File: config.mk
export PLATFORM = sky130hd
export DESIGN_NAME = profiled_drive_encoder_control
export DESIGN_NICKNAME = d
export VERILOG_FILES = /design/src/hdl/pdec_pkg.sv /design/src/hdl/pdec_mul.sv /design/src/hdl/pdec_div.sv /design/src/hdl/profiled_drive_encoder_control.sv
export SDC_FILE = /design/constraint.sdc
export NUM_CORES = 2
export LEC_CHECK = 0
export BUFFER_PORTS_ARGS = -buffer_cell sky130_fd_sc_hd__buf_2
export CORE_MARGIN = 2
export CORE_UTILIZATION = 40
export CTS_CLUSTER_DIAMETER = 100
export DETAILED_ROUTE_END_ITERATION = 16
export PLACE_DENSITY = 0.65
export RECOVER_POWER = 50
export SLEW_MARGIN = 10
export SYNTH_ARGS = -nofsm -noshare
export SYNTH_HDL_FRONTEND = slang
export SYNTH_HIERARCHICAL = 1
export SYNTH_SLANG_ARGS = --single-unit
File: constraint.sdc
create_clock -name aclk -period 21.6 [get_ports aclk]
set_clock_uncertainty 0.2 [all_clocks]
set_input_delay 4.32 -clock aclk [delete_from_list [all_inputs] [get_ports aclk]]
set_output_delay 4.32 -clock aclk [all_outputs]
set_load 0.02 [all_outputs]
File: src/hdl/pdec_pkg.sv
// pdec_pkg: shared types, constants and helper functions for the profiled drive encoder control
// no dependencies
package pdec_pkg;

    localparam int CNT_W   = 16;
    localparam int TGT_W   = 15;
    localparam int PWR_W   = 7;
    localparam int GAIN_W  = 10;
    localparam int FRAC_W  = 9;
    localparam int PROD_W  = 24;
    localparam int QUOT_W  = 8;
    localparam int MUL_W   = 18;
    localparam int CORR_W  = 29;
    localparam int CFG_W   = 16;
    localparam int CIDX_W  = 3;

    localparam logic signed [7:0] POWER_LIMIT = 8'sd127;
    localparam logic signed [7:0] BRAKE_POWER = 8'sd13;

    localparam logic signed [1:0] DIR_FWD = 2'sb01;
    localparam logic signed [1:0] DIR_REV = 2'sb11;

    typedef enum logic [CIDX_W-1:0] {
        REG_DIRECTION = 3'd0,
        REG_TARGET    = 3'd1,
        REG_TIMEOUT   = 3'd2,
        REG_MAX_POWER = 3'd3,
        REG_MIN_POWER = 3'd4,
        REG_DRIFT     = 3'd5,
        REG_ACCEL     = 3'd6,
        REG_DECEL     = 3'd7
    } cfg_reg_t;

    typedef struct packed {
        logic              start;
        logic [PROD_W-1:0] rem;
        logic [PROD_W-1:0] dvs;
    } div_req_t;

    typedef struct packed {
        logic              done;
        logic [QUOT_W-1:0] quot;
    } div_stat_t;

    function automatic logic signed [7:0] sat_pwr(input logic signed [21:0] v);
        logic signed [7:0] r;
        if (v > 22'(POWER_LIMIT)) begin
            r = POWER_LIMIT;
        end else if (v < -22'(POWER_LIMIT)) begin
            r = -POWER_LIMIT;
        end else begin
            r = v[7:0];
        end
        return r;
    endfunction

    // truncate toward zero by 256, apply direction, saturate
    function automatic logic signed [7:0] pwr_out(input logic signed [CORR_W-1:0] v,
                                                  input logic signed [1:0] dir);
        logic signed [CORR_W-1:0] adj;
        logic signed [CORR_W-1:0] shr;
        logic signed [21:0]       q;
        logic signed [21:0]       s;
        adj = v[CORR_W-1] ? v + CORR_W'(255) : v;
        shr = adj >>> 8;
        q   = shr[21:0];
        if (dir == DIR_FWD) begin
            s = q;
        end else if (dir == DIR_REV) begin
            s = -q;
        end else begin
            s = '0;
        end
        return sat_pwr(s);
    endfunction

    function automatic logic signed [7:0] brake_out(input logic signed [1:0] dir);
        logic signed [7:0] r;
        if (dir == DIR_FWD) begin
            r = -BRAKE_POWER;
        end else if (dir == DIR_REV) begin
            r = BRAKE_POWER;
        end else begin
            r = '0;
        end
        return r;
    endfunction

endpackage

File: src/hdl/pdec_mul.sv
// pdec_mul: shared signed multiplier with registered product
// depends on pdec_pkg
module pdec_mul
    import pdec_pkg::*;
(
    input  logic                      aclk,
    input  logic signed [MUL_W-1:0]   mul_a,
    input  logic signed [MUL_W-1:0]   mul_b,
    output logic signed [2*MUL_W-1:0] mul_p
);

    logic signed [2*MUL_W-1:0] prod_reg;
    logic signed [2*MUL_W-1:0] prod_next;

    assign prod_next = mul_a * mul_b;

    always_ff @(posedge aclk) begin
        prod_reg <= prod_next;
    end

    assign mul_p = prod_reg;

endmodule

File: src/hdl/pdec_div.sv
// pdec_div: restoring divider, one quotient bit per cycle, for the ramp fraction
// depends on pdec_pkg; expects the starting remainder below the divisor
module pdec_div
    import pdec_pkg::*;
(
    input  logic      aclk,
    input  logic      aresetn,
    input  div_req_t  req,
    output div_stat_t stat
);

    logic [PROD_W-1:0]         rem_reg, rem_next;
    logic [PROD_W-1:0]         dvs_reg, dvs_next;
    logic [QUOT_W-1:0]         quot_reg, quot_next;
    logic [$clog2(QUOT_W)-1:0] cnt_reg, cnt_next;
    logic                      busy_reg, busy_next;
    logic                      done_reg, done_next;
    logic [PROD_W:0]           shifted;
    logic [PROD_W:0]           diff;
    logic                      fits;

    always_comb begin
        shifted   = {rem_reg, 1'b0};
        diff      = shifted - {1'b0, dvs_reg};
        fits      = shifted >= {1'b0, dvs_reg};
        rem_next  = rem_reg;
        dvs_next  = dvs_reg;
        quot_next = quot_reg;
        cnt_next  = cnt_reg;
        busy_next = busy_reg;
        done_next = 1'b0;
        if (req.start) begin
            rem_next  = req.rem;
            dvs_next  = req.dvs;
            quot_next = '0;
            cnt_next  = '0;
            busy_next = 1'b1;
        end else if (busy_reg) begin
            rem_next  = fits ? diff[PROD_W-1:0] : shifted[PROD_W-1:0];
            quot_next = {quot_reg[QUOT_W-2:0], fits};
            cnt_next  = cnt_reg + 1'b1;
            if (cnt_reg == ($clog2(QUOT_W))'(QUOT_W - 1)) begin
                busy_next = 1'b0;
                done_next = 1'b1;
            end
        end
    end

    always_ff @(posedge aclk) begin
        if (!aresetn) begin
            busy_reg <= 1'b0;
            done_reg <= 1'b0;
            cnt_reg  <= '0;
        end else begin
            busy_reg <= busy_next;
            done_reg <= done_next;
            cnt_reg  <= cnt_next;
        end
        rem_reg  <= rem_next;
        dvs_reg  <= dvs_next;
        quot_reg <= quot_next;
    end

    assign stat.done = done_reg;
    assign stat.quot = quot_reg;

endmodule

File: src/hdl/profiled_drive_encoder_control.sv
// profiled_drive_encoder_control: top level, sequencer and state of the two-wheel drive controller
// depends on pdec_pkg, pdec_mul, pdec_div

// A start beat (tuser 0) captures the encoder and time baselines, arms the move and
// returns zero power. A sample beat (tuser 1) returns left and right power from a
// trapezoidal profile with drift correction; the stop test uses the previous sample's
// average distance and elapsed time, and once it trips every sample returns brake power
// with the done flag. A drive sample steps through the sequencer states in order; one
// shared 18x18 multiplier is used four times in sequence and, when the ramp fraction is
// needed, the 8-bit restoring divider forms its quotient in 8 steps. Start and brake
// beats go straight from accept to the emit state. The block takes one beat at a time
// and is ready again once the result has moved into the output register; a result
// waits for m_tready while the output register still holds the previous result.
module profiled_drive_encoder_control
    import pdec_pkg::*;
(
    input  logic              aclk,
    input  logic              aresetn,
    input  logic              s_tvalid,
    output logic              s_tready,
    input  logic [47:0]       s_tdata,   // left_count, right_count, time_ms
    input  logic              s_tuser,   // kind
    output logic              m_tvalid,
    input  logic              m_tready,
    output logic [15:0]       m_tdata,   // left_power, right_power
    output logic              m_tuser,   // done_res
    input  logic              cfg_valid,
    output logic              cfg_ready,
    input  logic [CIDX_W-1:0] cfg_index,
    input  logic [CFG_W-1:0]  cfg_data
);

    typedef enum logic [9:0] {
        S_IDLE  = 10'b0000000001,
        S_AVG   = 10'b0000000010,
        S_MTA   = 10'b0000000100,
        S_MTD   = 10'b0000001000,
        S_DIV   = 10'b0000010000,
        S_MBASE = 10'b0000100000,
        S_BASE  = 10'b0001000000,
        S_CORR  = 10'b0010000000,
        S_OUT   = 10'b0100000000,
        S_EMIT  = 10'b1000000000
    } state_t;

    state_t state_reg, state_next;

    logic signed [1:0]  dir_reg;
    logic [TGT_W-1:0]   tgt_reg;
    logic [CNT_W-1:0]   tmo_reg;
    logic [PWR_W-1:0]   maxp_reg, minp_reg;
    logic [GAIN_W-1:0]  gain_reg;
    logic [FRAC_W-1:0]  accf_reg, decf_reg;

    logic [CNT_W-1:0]         lbase_reg, lbase_next;
    logic [CNT_W-1:0]         rbase_reg, rbase_next;
    logic [CNT_W-1:0]         stamp_reg, stamp_next;
    logic [CNT_W-1:0]         lavg_reg, lavg_next;
    logic [CNT_W-1:0]         lel_reg, lel_next;
    logic                     fin_reg, fin_next;
    logic signed [CNT_W-1:0]  l_reg, l_next;
    logic signed [CNT_W-1:0]  r_reg, r_next;
    logic [CNT_W-1:0]         avg_reg, avg_next;
    logic signed [CNT_W:0]    err_reg, err_next;
    logic [PROD_W-1:0]        ta_reg, ta_next;
    logic [QUOT_W:0]          boost_reg, boost_next;
    logic signed [8:0]        base_reg, base_next;
    logic signed [CORR_W-1:0] vl_reg, vl_next;
    logic signed [CORR_W-1:0] vr_reg, vr_next;
    logic signed [7:0]        resl_reg, resl_next;
    logic signed [7:0]        resr_reg, resr_next;
    logic                     resd_reg, resd_next;
    logic                     mv_reg, mv_next;
    logic [15:0]              mdata_reg, mdata_next;
    logic                     mdone_reg, mdone_next;

    logic signed [MUL_W-1:0]   mul_a, mul_b;
    logic signed [2*MUL_W-1:0] mul_p;
    div_req_t                  dreq;
    div_stat_t                 dstat;

    logic [CNT_W-1:0]          in_l, in_r, in_t;
    logic                      accept;
    logic                      limit_hit;
    logic [CNT_W:0]            abs_l, abs_r;
    logic [CNT_W+1:0]          abs_sum;
    logic [PROD_W-1:0]         avg256;
    logic [PROD_W-1:0]         td;
    logic                      in_accel, in_decel, past_tgt;
    logic [CNT_W-1:0]          rest;
    logic signed [CORR_W-1:0]  corr, b256, prod_c;
    logic signed [2*MUL_W-1:0] prod_sh;

    pdec_mul u_mul (
        .aclk  (aclk),
        .mul_a (mul_a),
        .mul_b (mul_b),
        .mul_p (mul_p)
    );

    pdec_div u_div (
        .aclk    (aclk),
        .aresetn (aresetn),
        .req     (dreq),
        .stat    (dstat)
    );

    assign in_l      = s_tdata[15:0];
    assign in_r      = s_tdata[31:16];
    assign in_t      = s_tdata[47:32];
    assign s_tready  = (state_reg == S_IDLE);
    assign accept    = s_tvalid && s_tready;
    assign cfg_ready = 1'b1;
    assign m_tvalid  = mv_reg;
    assign m_tdata   = mdata_reg;
    assign m_tuser   = mdone_reg;

    assign limit_hit = fin_reg || (lavg_reg >= {1'b0, tgt_reg}) || (lel_reg >= tmo_reg);

    // configuration registers
    always_ff @(posedge aclk) begin
        if (!aresetn) begin
            dir_reg  <= DIR_FWD;
            tgt_reg  <= '0;
            tmo_reg  <= 16'd5000;
            maxp_reg <= 7'd127;
            minp_reg <= '0;
            gain_reg <= '0;
            accf_reg <= '0;
            decf_reg <= '0;
        end else if (cfg_valid && cfg_ready) begin
            unique case (cfg_reg_t'(cfg_index))
                REG_DIRECTION: begin
                    dir_reg <= cfg_data[1] ? DIR_REV : $signed(cfg_data[1:0]);
                end
                REG_TARGET:    tgt_reg  <= cfg_data[TGT_W-1:0];
                REG_TIMEOUT:   tmo_reg  <= cfg_data[CNT_W-1:0];
                REG_MAX_POWER: maxp_reg <= cfg_data[PWR_W-1:0];
                REG_MIN_POWER: minp_reg <= cfg_data[PWR_W-1:0];
                REG_DRIFT:     gain_reg <= cfg_data[GAIN_W-1:0];
                REG_ACCEL:     accf_reg <= cfg_data[FRAC_W-1:0];
                REG_DECEL:     decf_reg <= cfg_data[FRAC_W-1:0];
            endcase
        end
    end

    // datapath helpers
    always_comb begin
        abs_l    = l_reg[CNT_W-1] ? -{l_reg[CNT_W-1], l_reg} : {1'b0, l_reg};
        abs_r    = r_reg[CNT_W-1] ? -{r_reg[CNT_W-1], r_reg} : {1'b0, r_reg};
        abs_sum  = {1'b0, abs_l} + {1'b0, abs_r};
        avg256   = {avg_reg, 8'd0};
        td       = mul_p[PROD_W-1:0];
        in_accel = avg256 < ta_reg;
        in_decel = ({1'b0, avg256} + {1'b0, td}) > {2'b00, tgt_reg, 8'd0};
        past_tgt = avg_reg >= {1'b0, tgt_reg};
        rest     = {1'b0, tgt_reg} - avg_reg;
        prod_sh  = mul_p >>> 8;
        prod_c   = mul_p[CORR_W-1:0];
        b256     = CORR_W'({base_reg, 8'd0});
        if (dir_reg == DIR_FWD) begin
            corr = prod_c;
        end else if (dir_reg == DIR_REV) begin
            corr = -prod_c;
        end else begin
            corr = '0;
        end
    end

    // shared multiplier operands
    always_comb begin
        mul_a = '0;
        mul_b = '0;
        case (state_reg)
            S_AVG: begin
                mul_a = MUL_W'(tgt_reg);
                mul_b = MUL_W'(accf_reg);
            end
            S_MTA: begin
                mul_a = MUL_W'(tgt_reg);
                mul_b = MUL_W'(decf_reg);
            end
            S_MBASE: begin
                mul_a = MUL_W'(boost_reg);
                mul_b = $signed(MUL_W'(maxp_reg)) - $signed(MUL_W'(minp_reg));
            end
            S_BASE: begin
                mul_a = MUL_W'(err_reg);
                mul_b = MUL_W'(gain_reg);
            end
            default: begin
                mul_a = '0;
                mul_b = '0;
            end
        endcase
    end

    // sequencer
    always_comb begin
        state_next = state_reg;
        lbase_next = lbase_reg;
        rbase_next = rbase_reg;
        stamp_next = stamp_reg;
        lavg_next  = lavg_reg;
        lel_next   = lel_reg;
        fin_next   = fin_reg;
        l_next     = l_reg;
        r_next     = r_reg;
        avg_next   = avg_reg;
        err_next   = err_reg;
        ta_next    = ta_reg;
        boost_next = boost_reg;
        base_next  = base_reg;
        vl_next    = vl_reg;
        vr_next    = vr_reg;
        resl_next  = resl_reg;
        resr_next  = resr_reg;
        resd_next  = resd_reg;
        mv_next    = mv_reg && !m_tready;
        mdata_next = mdata_reg;
        mdone_next = mdone_reg;
        dreq.start = 1'b0;
        dreq.rem   = in_accel ? avg256 : {rest, 8'd0};
        dreq.dvs   = in_accel ? ta_reg : td;

        unique case (state_reg)
            S_IDLE: begin
                if (accept) begin
                    if (!s_tuser) begin
                        lbase_next = in_l;
                        rbase_next = in_r;
                        stamp_next = in_t;
                        lavg_next  = '0;
                        lel_next   = '0;
                        fin_next   = 1'b0;
                        resl_next  = '0;
                        resr_next  = '0;
                        resd_next  = 1'b0;
                        state_next = S_EMIT;
                    end else if (limit_hit) begin
                        fin_next   = 1'b1;
                        resl_next  = brake_out(dir_reg);
                        resr_next  = brake_out(dir_reg);
                        resd_next  = 1'b1;
                        state_next = S_EMIT;
                    end else begin
                        l_next     = $signed(in_l - lbase_reg);
                        r_next     = $signed(in_r - rbase_reg);
                        lel_next   = in_t - stamp_reg;
                        state_next = S_AVG;
                    end
                end
            end
            S_AVG: begin
                avg_next   = abs_sum[CNT_W:1];
                lavg_next  = abs_sum[CNT_W:1];
                err_next   = {l_reg[CNT_W-1], l_reg} - {r_reg[CNT_W-1], r_reg};
                state_next = S_MTA;
            end
            S_MTA: begin
                ta_next    = mul_p[PROD_W-1:0];
                state_next = S_MTD;
            end
            S_MTD: begin
                if (in_accel) begin
                    dreq.start = 1'b1;
                    state_next = S_DIV;
                end else if (in_decel) begin
                    if (past_tgt || td == '0) begin
                        boost_next = '0;
                        state_next = S_MBASE;
                    end else begin
                        dreq.start = 1'b1;
                        state_next = S_DIV;
                    end
                end else begin
                    boost_next = (QUOT_W+1)'(256);
                    state_next = S_MBASE;
                end
            end
            S_DIV: begin
                if (dstat.done) begin
                    boost_next = {1'b0, dstat.quot};
                    state_next = S_MBASE;
                end
            end
            S_MBASE: begin
                state_next = S_BASE;
            end
            S_BASE: begin
                base_next  = $signed({2'b00, minp_reg}) + prod_sh[8:0];
                state_next = S_CORR;
            end
            S_CORR: begin
                vl_next    = b256 - corr;
                vr_next    = b256 + corr;
                state_next = S_OUT;
            end
            S_OUT: begin
                resl_next  = pwr_out(vl_reg, dir_reg);
                resr_next  = pwr_out(vr_reg, dir_reg);
                resd_next  = 1'b0;
                state_next = S_EMIT;
            end
            S_EMIT: begin
                if (!mv_reg || m_tready) begin
                    mv_next    = 1'b1;
                    mdata_next = {resr_reg, resl_reg};
                    mdone_next = resd_reg;
                    state_next = S_IDLE;
                end
            end
        endcase
    end

    always_ff @(posedge aclk) begin
        if (!aresetn) begin
            state_reg <= S_IDLE;
            lbase_reg <= '0;
            rbase_reg <= '0;
            stamp_reg <= '0;
            lavg_reg  <= '0;
            lel_reg   <= '0;
            fin_reg   <= 1'b1;
            mv_reg    <= 1'b0;
        end else begin
            state_reg <= state_next;
            lbase_reg <= lbase_next;
            rbase_reg <= rbase_next;
            stamp_reg <= stamp_next;
            lavg_reg  <= lavg_next;
            lel_reg   <= lel_next;
            fin_reg   <= fin_next;
            mv_reg    <= mv_next;
        end
        l_reg     <= l_next;
        r_reg     <= r_next;
        avg_reg   <= avg_next;
        err_reg   <= err_next;
        ta_reg    <= ta_next;
        boost_reg <= boost_next;
        base_reg  <= base_next;
        vl_reg    <= vl_next;
        vr_reg    <= vr_next;
        resl_reg  <= resl_next;
        resr_reg  <= resr_next;
        resd_reg  <= resd_next;
        mdata_reg <= mdata_next;
        mdone_reg <= mdone_next;
    end

endmodule
; Word level (Yosys, flattened, before mapping)
; Cells that the tools add are included.
[op_classes]
n_eq_ne = 29
bitwise_logic = 4
order_cmp = 10
n_reduce_logical = 34
muxes = 64
multipliers = 1
addsub = 20
[op_table]
columns = op, n
row1 = $mux W22, 6
row2 = $mux W24, 5
row3 = $mux W29, 4
row4 = $pmux W10 S10, 1
row5 = $pmux W18 S4, 1
row6 = $mux W10, 7
row7 = $mux W16, 4
row8 = $mux W8, 8
row9 = $add A29 B9 Y29 const B, 2
row10 = $pmux W18 S3, 1
row11 = $sub A16 B16 Y16, 3
row12 = $gt A22 B8 Y1 const B, 2
row13 = $lt A22 B8 Y1 const B, 2
row14 = $neg A21 Y22, 2
row15 = $mux W9, 4
row16 = $mux W17, 2
row17 = $neg A17 Y17, 2
row18 = $ge A16 B15 Y1, 2
row19 = $pmux W16 S2, 1
row20 = $pmux W8 S2, 2
row21 = $add A18 B29 Y29, 1
row22 = $mul A18 B18 Y29, 1
row23 = $neg A29 Y29, 1
row24 = $sub A18 B29 Y29, 1
row25 = 49 further kinds, 97
[totals]
inputBits = 73
ff_bits = 456
elab_cells = 199

; Logic depth before layout (Yosys ltp)
[depth]
word_depth = 10
ltp_mapped = 33
ltp_nobuf = 32

; By module
; Netlist, hierarchy kept.
[modules_own_cells]
columns = mod, area_each_um2, instances, seq_area_each_um2, cells_each
row1 = profiled_drive_encoder_control, 26160.1, 1, 9288.9, 3009
row2 = pdec_mul, 13007.5, 1, 720.7, 1420
row3 = pdec_div, 3822.4, 1, 1701.6, 367

; Worst setup path before layout
; OpenSTA, ideal clock, no wires.
[synth_path]
kind = register to register
start = reg state_reg[0]
end = reg u_mul/mul_p[34] (netlist name)
path_slack_ns = 12.245
n_path_buf = 2
path_stages_with_launch = 31
required_ns = 21.338
arrival_time_ns = 9.093
cell_sequence = dfxtp_1 -> or4_1 -> nor3_1 -> nand4b_1 -> clkinv_1 -> clkbuf_1 -> a22oi_1 -> nand2_1 -> clkbuf_1 -> and2_1 -> fa_1 -> inv_1 -> fa_1 -> inv_1 -> ha_1 -> inv_1 -> fa_1 -> inv_1 -> fa_1 -> inv_1 -> fa_1 -> inv_1 -> ha_1 -> nand2_1 -> nor2_1 -> nand2_1 -> o221ai_1 -> o41a_1 -> o211a_1 -> or4_1 -> nand3_1
[synth_rtl]
columns = item, line
row1 = "start, declared", profiled_drive_encoder_control.sv:46  ; state_t state_reg, state_next;
row2 = "start signal, assigned", profiled_drive_encoder_control.sv:327  ; state_reg <= state_next;

; Final worst setup path
[layout_path]
start = reg state_reg[0]
end = reg u_mul.prod_reg[20] (netlist: u_mul/mul_p[20])
[layout_via]
elab_chain_cells = 4
word_cells_on_any_way = 8
cone_classes = 1 x mul / 4 x eq/ne / 2 x mux / 1 x reduce/logical
[layout_lines]
columns = item, line
row1 = $eq A10 B3 Y1 or $eq A10 B2 Y1 (tied branches), profiled_drive_encoder_control.sv:174  ; case (state_reg)
row2 = $reduce_or A2 Y1 (no line), n/a
row3 = $pmux W18 S3 *, profiled_drive_encoder_control.sv:174
row4 = net mul_a[9], profiled_drive_encoder_control.sv:77  ; logic signed [MUL_W-1:0] mul_a, mul_b;
row5 = $mul A18 B18 Y29 *, pdec_mul.sv:15  ; assign prod_next = mul_a * mul_b;
row6 = net u_mul.prod_next[20], pdec_mul.sv:13  ; logic signed [2*MUL_W-1:0] prod_next;
row7 = "end signal, assigned", pdec_mul.sv:18  ; prod_reg <= prod_next;
row8 = "end, declared", pdec_mul.sv:12  ; logic signed [2*MUL_W-1:0] prod_reg;
; Mark *: on every way through the listed nets, which the timed path passes. The rest lies on a longest branch.
; A chain may end at the register's enable or synchronous reset.

==> results.sh <==
export IMPL_cp_start_kind="register"
export IMPL_wire_per_inst_um=17.28
export IMPL_rows=117
export IMPL_grt_pass1_vias=31080
export IMPL_pin_count=93
export IMPL_cts_resized=0
export IMPL_power_density_nw_per_um2=44.18
export IMPL_synth_yosys_warnings=6
export IMPL_slew_headroom_pct=-128.5
export IMPL_reg2reg_depth=26
export IMPL_r2r_start="state_reg[0]"
export IMPL_vias_per_cell=5.263
export IMPL_grt_max_degree=125
export IMPL_tritoncts="done"
export IMPL_grt_usage_pct=20.15
export IMPL_post_route_drc_count=0
export IMPL_start_util_pct=40.29
export IMPL_dp_hpwl_um=80690
export IMPL_cp_end_kind="register"
export IMPL_area_delta_synth_final_pct=8.378
export IMPL_peakVddDrop_mv=0.05667
export IMPL_utilization_pct=43.67
export IMPL_syn_avg_cell_area_sq_um=8.930
export IMPL_core_sq_um=101600
export IMPL_wl_met3_um=4966
export IMPL_final_layout_size_suffix_gt1_share_pct=5.950
export IMPL_synthCells=4584
export IMPL_arrival_ns=11.90
export IMPL_synth_area_sq_um=40930
export IMPL_die_area_sq_um=104900
export IMPL_hold_path_class="register to register"
export IMPL_wl_um=103900
export IMPL_cts_clk_slew_worst_paths_ns=0.06
export IMPL_grt_first_pass_wirelength_um=168600
export IMPL_clk_latency_ns=0.64
export IMPL_worstMarginPinSlew_ns=3.427
export IMPL_numCtsBuffers=51
export IMPL_hold_violations=0
export IMPL_leakagePower_nw=18.65
export IMPL_met2_length_um=47840
export IMPL_clock_sinks=455
export IMPL_timing_final_crit_share_pct=53.59
export IMPL_gp_congestion=0.8878
export IMPL_highest_layer="met4"
export IMPL_clockBufferDepth=3
export IMPL_finalSetupTns_ns=0
export IMPL_dp_cells=5912
export IMPL_num_vias=31640
export IMPL_violations="max-capacitance violations, max-slew violations"
export IMPL_crit_start="state_reg[0]"
export IMPL_whs_ns=0.2166
export IMPL_total_power_mw=1.960
export IMPL_drv_cap=8
export IMPL_grt_remaining_overflow=0
export IMPL_status="complete, but fails checks"
export IMPL_critPathMaxFanout=59
export IMPL_ant_nets=0
export IMPL_max_freq_ghz=0.08640
export IMPL_nNetsFinal=5278
export IMPL_regArea_sq_um=11570
export IMPL_setup_viol=0
export IMPL_wl_met1_um=47500
export IMPL_first_iter_violations=2298
export IMPL_port_buffers=91
export IMPL_post_route_min_period_ns=11.57
export IMPL_rsz0062_at_grt="false"
export IMPL_fill_cells=10010
export IMPL_layoutNonFillerInstCount=6011
export IMPL_chipHeight_um=323.9
export IMPL_crit_type="register to register"
export IMPL_die_w_um=323.9
export IMPL_first_pass_iters=6
export IMPL_antenna_found_initial=4
export IMPL_reg2reg_to="u_mul/mul_p[20]"
export IMPL_post_cts_setup_buffer_count=0
export IMPL_multiInputGateArea_sq_um=26410
export IMPL_cts_max_level=2
export IMPL_critPathRequiredTime_ns=21.92
export IMPL_crit_path_end="u_mul/mul_p[20]"
export IMPL_r2r_setup_slack_ns=10.03
export IMPL_slew_violations=442
export IMPL_cts_root_buf="clkbuf_16"
export IMPL_cts_hold_buf=0
==> critical path: stages, from the launching register on <==
cell and delay (ns):
dfxtp_1 0.35, or4_1 0.56, nor3_1 0.30, nand4b_1 0.80
clkinv_1 0.16, clkbuf_1 2.21, or2_0 0.84, a22o_1 0.68
nand2_1 0.16, fa_1 0.58, fa_1 0.44, fa_1 0.48
fa_1 0.49, inv_1 0.05, fa_1 0.53, inv_1 0.06
fa_1 0.53, inv_1 0.04, ha_1 0.34, o21ai_0 0.13
o21ai_1 0.12, o311ai_2 0.41, a21bo_2 0.21, a21oi_1 0.08
o21a_1 0.19, or4_1 0.39, o311ai_0 0.10
==> cell usage in the layout (no fill, tap or decap), types with 12 or more instances in the layout <==
| cell | count |
|---|---|
| nor4_1 | 31 |
| xor2_1 | 80 |
| o21bai_1 | 20 |
| o211ai_1 | 44 |
| fa_1 | 287 |
| mux2i_1 | 35 |
| nand3_1 | 102 |
| edfxtp_1 | 246 |
| xnor2_1 | 180 |
| and2_1 | 174 |
| a21boi_0 | 135 |
| nor2_1 | 204 |
| nand4_1 | 35 |
| nor2b_1 | 69 |
| o31ai_1 | 37 |
| nand2b_1 | 43 |
| buf_2 | 85 |
| inv_1 | 609 |
| a21o_1 | 60 |
| buf_4 | 24 |
| clkbuf_1 | 35 |
| dfxtp_1 | 209 |
| o311ai_0 | 19 |
| a22oi_1 | 23 |
| nand3b_1 | 26 |
| or4_1 | 25 |
| ha_1 | 321 |
| or3_1 | 30 |
| a221o_1 | 12 |
| o21ai_0 | 153 |
| nor3_1 | 87 |
| o21a_1 | 28 |
| nand2_1 | 619 |
| a211oi_1 | 22 |
| a31oi_1 | 25 |
| clkbuf_16 | 52 |
| mux2_2 | 13 |
| and3_1 | 38 |
| a21oi_1 | 130 |
==> stage by stage <==
| stage | instance area [sq um] | setup WS (ns) |
|---|---|---|
| floorplan | 40960 | 13.00 |
| CTS | 44440 | 12.09 |
| detailed placement | 42750 | 12.12 |
| global route | 44360 | 9.235 |
| global placement | 42750 | 12.34 |
| finish | 44360 | 10.03 |
==> worst min-delay path by stage <==
stage | from | end | slack [ns] | depth (start not counted)
global placement | resl_reg[2] | m_tdata[2] | 0.20 | 0
floorplan | resl_reg[0] | m_tdata[0] | 0.20 | 0
CTS | resr_reg[2] | m_tdata[10] | 0.22 | 0
finish | resl_reg[6] | m_tdata[6] | 0.22 | 0
global route | resr_reg[2] | m_tdata[10] | 0.22 | 0
detailed placement | resr_reg[2] | m_tdata[10] | 0.20 | 0
==> final cells by class <==
cell class / count / share of cell area [%]
Multi-Input combinational cell: 3349 / 59.54
Sequential cell: 455 / 26.08
Inverter: 612 / 5.178
Tap cell: 1368 / 3.858
Clock buffer: 75 / 3.286
Timing Repair Buffer: 128 / 1.526
Clock inverter: 20 / 0.5105
Antenna cell: 4 / 0.02256
==> power breakdown <==
group          switching (mW)  total (mW)  internal [mW]
logic                  0.0866       0.144         0.0570
clock network           0.378       0.886          0.508
registers             0.00802       0.930          0.922
total                   0.473        1.96           1.49
==> routing by layer <==
layer / up-vias / track usage, %
li1: 15560 / -
met1: 15130 / 27.41
met2: 780 / 33.14
met3: 164 / 2.154
met4: 0 / 7.315
met5: - / 0
Power figures use the tool's default switching activity.
